===== config.mk =====
export PLATFORM = sky130hd
export DESIGN_NAME = hkfc_ctrl
export DESIGN_NICKNAME = d
export VERILOG_FILES = /design/src/rtl/hkfc_pkg.sv /design/src/rtl/hkfc_ctrl.sv
export SDC_FILE = /design/constraint.sdc
export NUM_CORES = 1
export LEC_CHECK = 0
export ABC_AREA = 1
export BUFFER_PORTS_ARGS = -buffer_cell sky130_fd_sc_hd__buf_2
export CAP_MARGIN = 5
export CORE_MARGIN = 2
export CORE_UTILIZATION = 42
export CTS_BUF_LIST = sky130_fd_sc_hd__clkbuf_4 sky130_fd_sc_hd__clkbuf_8
export CTS_CLUSTER_SIZE = 25
export DETAILED_ROUTE_END_ITERATION = 16
export PLACE_DENSITY = 0.81
export REMOVE_ABC_BUFFERS = 1
export SLEW_MARGIN = 10
export SYNTH_ARGS = -nofsm -noshare
export SYNTH_HDL_FRONTEND = slang
export SYNTH_SLANG_ARGS = --single-unit

===== constraint.sdc =====
create_clock -name clk -period 1.05 [get_ports clk]
set_input_delay 0.0525 -clock clk [delete_from_list [all_inputs] [get_ports clk]]
set_output_delay 0.0525 -clock clk [all_outputs]
set_load 0.005 [all_outputs]

===== src/rtl/hkfc_pkg.sv =====
// ----------------------------------------------------------------------------
// hkfc_pkg
// Shared types, codes and constants of the hashed key frequency counter.
// ----------------------------------------------------------------------------
`default_nettype none

package hkfc_pkg;

  localparam logic [63:0] FNV_BASIS = 64'hcbf29ce484222325;
  localparam int unsigned FNV_SHIFT = 40;          // prime = 2^40 + 0x1b3
  localparam logic [8:0]  FNV_LOW   = 9'h1b3;
  localparam logic [30:0] COUNT_MAX = 31'h7fffffff;
  localparam logic [31:0] ADDS_MAX  = 32'hffffffff;
  localparam int unsigned LOAD_NUM  = 7;
  localparam int unsigned LOAD_DEN  = 10;

  typedef enum logic [2:0] {
    ST_COUNTED = 3'd0,
    ST_EMPTY   = 3'd1,
    ST_FULL    = 3'd2,
    ST_RANKED  = 3'd3,
    ST_NONE    = 3'd4
  } hkfc_status_t;

  typedef enum logic [3:0] {
    S_CLEAR, S_IDLE, S_KEYCHK, S_HASH, S_PROBE_RD, S_PROBE_CHK,
    S_REP_CHK, S_SCAN, S_SCAN_END, S_EMIT
  } hkfc_state_t;

  typedef struct packed {
    logic         used;
    logic [30:0]  cnt;
    logic [63:0]  key;
  } hkfc_slot_t;

  typedef struct packed {
    logic         accept;
    logic         hash_step;
    logic         probe_start;
    logic         probe_rd;
    logic         probe_next;
    logic         do_ins;
    logic         do_inc;
    logic         scan_start;
    logic         scan_rd;
    logic         clr_wr;
    logic         emit;
    hkfc_status_t emit_status;
  } hkfc_cmd_t;

  typedef struct packed {
    logic key_zero;
    logic hash_done;
    logic slot_used;
    logic key_match;
    logic load_full;
    logic n_zero;
    logic scan_last;
    logic rank_last;
    logic out_free;
  } hkfc_stat_t;

endpackage

`default_nettype wire


===== src/rtl/hkfc_ctrl.sv =====
// ----------------------------------------------------------------------------
// hkfc_ctrl
// Sequencer for clear, hash, probe, scan and result beats.
// ----------------------------------------------------------------------------
`default_nettype none

module hkfc_ctrl (
  input  wire               clk,
  input  wire               rst_n,
  input  wire               in_valid,
  input  wire               in_req_type,
  output logic              in_ready,
  input  hkfc_pkg::hkfc_stat_t st,
  output hkfc_pkg::hkfc_cmd_t  cmd
);
  import hkfc_pkg::*;

  hkfc_state_t  state_r, state_nxt;
  hkfc_status_t pend_r, pend_nxt;

  always_ff @(posedge clk) begin
    if (!rst_n) begin
      state_r <= S_CLEAR;
      pend_r  <= ST_COUNTED;
    end else begin
      state_r <= state_nxt;
      pend_r  <= pend_nxt;
    end
  end

  assign in_ready = (state_r == S_IDLE);

  always_comb begin
    cmd             = '0;
    cmd.emit_status = pend_r;
    state_nxt       = state_r;
    pend_nxt        = pend_r;
    unique case (state_r)
      S_CLEAR: begin
        cmd.clr_wr = 1'b1;
        if (st.scan_last) state_nxt = S_IDLE;
      end
      S_IDLE: begin
        if (in_valid) begin
          cmd.accept = 1'b1;
          state_nxt  = in_req_type ? S_REP_CHK : S_KEYCHK;
        end
      end
      S_KEYCHK: begin
        if (st.key_zero) begin
          pend_nxt  = ST_EMPTY;
          state_nxt = S_EMIT;
        end else begin
          state_nxt = S_HASH;
        end
      end
      S_HASH: begin
        if (st.hash_done) begin
          cmd.probe_start = 1'b1;
          state_nxt       = S_PROBE_RD;
        end else begin
          cmd.hash_step = 1'b1;
        end
      end
      S_PROBE_RD: begin
        cmd.probe_rd = 1'b1;
        state_nxt    = S_PROBE_CHK;
      end
      S_PROBE_CHK: begin
        if (!st.slot_used) begin
          if (st.load_full) begin
            pend_nxt = ST_FULL;
          end else begin
            cmd.do_ins = 1'b1;
            pend_nxt   = ST_COUNTED;
          end
          state_nxt = S_EMIT;
        end else if (st.key_match) begin
          cmd.do_inc = 1'b1;
          pend_nxt   = ST_COUNTED;
          state_nxt  = S_EMIT;
        end else begin
          cmd.probe_next = 1'b1;
          state_nxt      = S_PROBE_RD;
        end
      end
      S_REP_CHK: begin
        if (st.n_zero) begin
          pend_nxt  = ST_NONE;
          state_nxt = S_EMIT;
        end else begin
          cmd.scan_start = 1'b1;
          state_nxt      = S_SCAN;
        end
      end
      S_SCAN: begin
        cmd.scan_rd = 1'b1;
        if (st.scan_last) state_nxt = S_SCAN_END;
      end
      S_SCAN_END: begin
        pend_nxt  = ST_RANKED;
        state_nxt = S_EMIT;
      end
      S_EMIT: begin
        if (st.out_free) begin
          cmd.emit = 1'b1;
          if (pend_r == ST_RANKED && !st.rank_last) begin
            cmd.scan_start = 1'b1;
            state_nxt      = S_SCAN;
          end else begin
            state_nxt = S_IDLE;
          end
        end
      end
      default: state_nxt = S_IDLE;
    endcase
  end

endmodule

`default_nettype wire


==> run metrics <==
clock-pin slew on the worst setup and hold paths 0.05 ns; Die H 41.8 µm; H-tree depth 1; global-route wire length before repair 3700 µm; placer congestion estimate 0.857; Max-Cap Viols 0; DR WL/cell 16.8 µm; CP required 1.00 ns; R2R depth 9; Top delay family on crit path flip-flops; RSZ-0062 raised after global routing yes; Syn Inst Count 115; dpl hpwl 1410 µm; FF+latch count, synth 7; Chip Width 41.8 µm; fmax 716 MHz; nets@finish 183; Max Slew Vio Count 0; Crit path depth 6; GRT Total Usage 0.274; Critical Path Fanout Max 5; total gr overflow 0; register area share after synthesis 0.233; CTS buffer count 3; Post-Place Cells 169; count of different cell masters after synthesis 15; vias in the first global route 903; most frequent cells in the layout buf_2, nand2_1, buf_4, nand2_2, inv_1; initial antenna violation count 0; status complete, but fails checks; Final WS setup -0.346 ns; Max stage delay on crit path 0.39 ns; Clock Path Buffers 2; Util after Layout 0.901; WHS Path Cells 3; worst vdd ir 0.00108 V; initial core utilization 0.456; crit path time final 1.40 ns; clock sinks 7; First-pass DRT Iterations 4; Post-Route WL 3090 µm; Vias/cell 5.59; Worst path slowest cell dfxtp_4; synth warn 0; Syn-to-layout area delta 97.7%; IO Port Bufs 27; commonest non-fill, non-tap cell in the layout buf_2; die area 1750 µm²; CP bufs+invs 3; initial drt markers 58; final cell count without fillers 184; violated checks setup timing; row count 13; Hold Path Class input pin to flip-flop; layout cells sized above 1 0.639; Layout Skew 0.00502 ns; via count 1029; Leak 0.630 nW; Data arrival, critical path 1.34 ns; Final Cycle Share 1.33; post-route ant nets 0; post-synthesis cell area 601 µm²; io pins 28; ant diodes 0; DRC 0; Hold Buf Count CTS 0; Critical Path End Type output pin; relative slew slack 0.832; crit-path cells inv_4, nor2_4, nand2_2, buf_6, nor2_2, buf_2; CTS tree done; Hold Violations, Final 0; crit start category flip-flop; Worst Tran Pin Value 0.253 ns; Setup Viol. Count Final 19; WS Path Type flip-flop to output pin; largest net degree at the start of global routing 7; mean cell area of the mapped netlist 5.22 µm²; pwr dens 1180 nW/µm²; clock latency on the worst-skew pair 0.26 ns; Root Driver clkbuf_4; Core Region 1320 µm²
sequential cells by signal, indices dropped and copies added, names as in the netlist:
name and count:
state_r 4, pend_r 3
worst min-delay path, stage by stage:
cell and delay, ns:
buf_2 0.10, o21ai_0 0.08, a21oi_1 0.05
cell usage after synthesis:
cell | count | area [µm²]
a21oi_1 | 9 | 45.0
a311oi_1 | 1 | 8.76
clkinv_1 | 1 | 3.75
dfxtp_1 | 7 | 140
inv_1 | 18 | 67.6
inv_2 | 3 | 11.3
nand2_1 | 34 | 128
nand2_2 | 3 | 18.8
nand3_1 | 7 | 35.0
nor2_1 | 24 | 90.1
nor2_2 | 4 | 25.0
nor2_4 | 1 | 11.3
nor3_1 | 1 | 5.00
o21ai_0 | 1 | 5.00
or2_1 | 1 | 6.26
stage by stage:
stage               TNS [ns]  instance area [µm²]  power, mW  hold slack (ns)  worst slack (ns)
finish                 -4.99                 1190       1.40           0.0680            -0.346
global route           -6.10                 1190       1.47           0.0876            -0.428
CTS                    -3.29                 1050       1.20           0.0624            -0.225
detailed placement     -1.67                  845      0.791            0.322            -0.232
global placement       -1.20                  845      0.779            0.325            -0.178
floorplan             -0.283                  601      0.591            0.139           -0.0601
final timing paths:
path	from	end	slack, ns
setup / recovery	state_r[0]	cmd[13]	-0.35
hold / removal	rst_n	state_r[0]	0.07
setup reg to reg	state_r[3]	state_r[2]	-0.30
hold reg to reg	pend_r[0]	pend_r[0]	0.48
final cells by class:
class	instances	area [µm²]
Tap cell	15	18.8
Multi-Input combinational cell	86	553
Sequential cell	7	155
Inverter	22	97.6
Fill cell	59	130
Timing Repair Buffer	50	333
Clock buffer	4	30.0
timing repair:
item                       CTS  global route
buffers inserted             9             2
pin swaps                    9             8
setup endpoints to repair   19            19
resized for setup           39            34
power by group:
part | leakage, nW | switching [mW] | total (mW) | internal, mW
logic | 0.552 | 0.421 | 0.744 | 0.324
clock network | 0.0184 | 0.104 | 0.275 | 0.171
registers | 0.0598 | 0.0718 | 0.378 | 0.306
routing by layer:
metal | track usage | routed length, µm
met5 | 0 | 0
met4 | 0.181 | 233
met3 | 0.0478 | 306
met2 | 0.472 | 1430
met1 | 0.303 | 1130
kinds of logic after synthesis:
family / after synthesis / share of synthesized area
and+or+nand+nor: 75 / 0.531
buffers and inverters: 22 / 0.137
AOI/OAI and AO/OA: 11 / 0.0979
DFF: 7 / 0.233
Power figures use the tool's default switching activity.
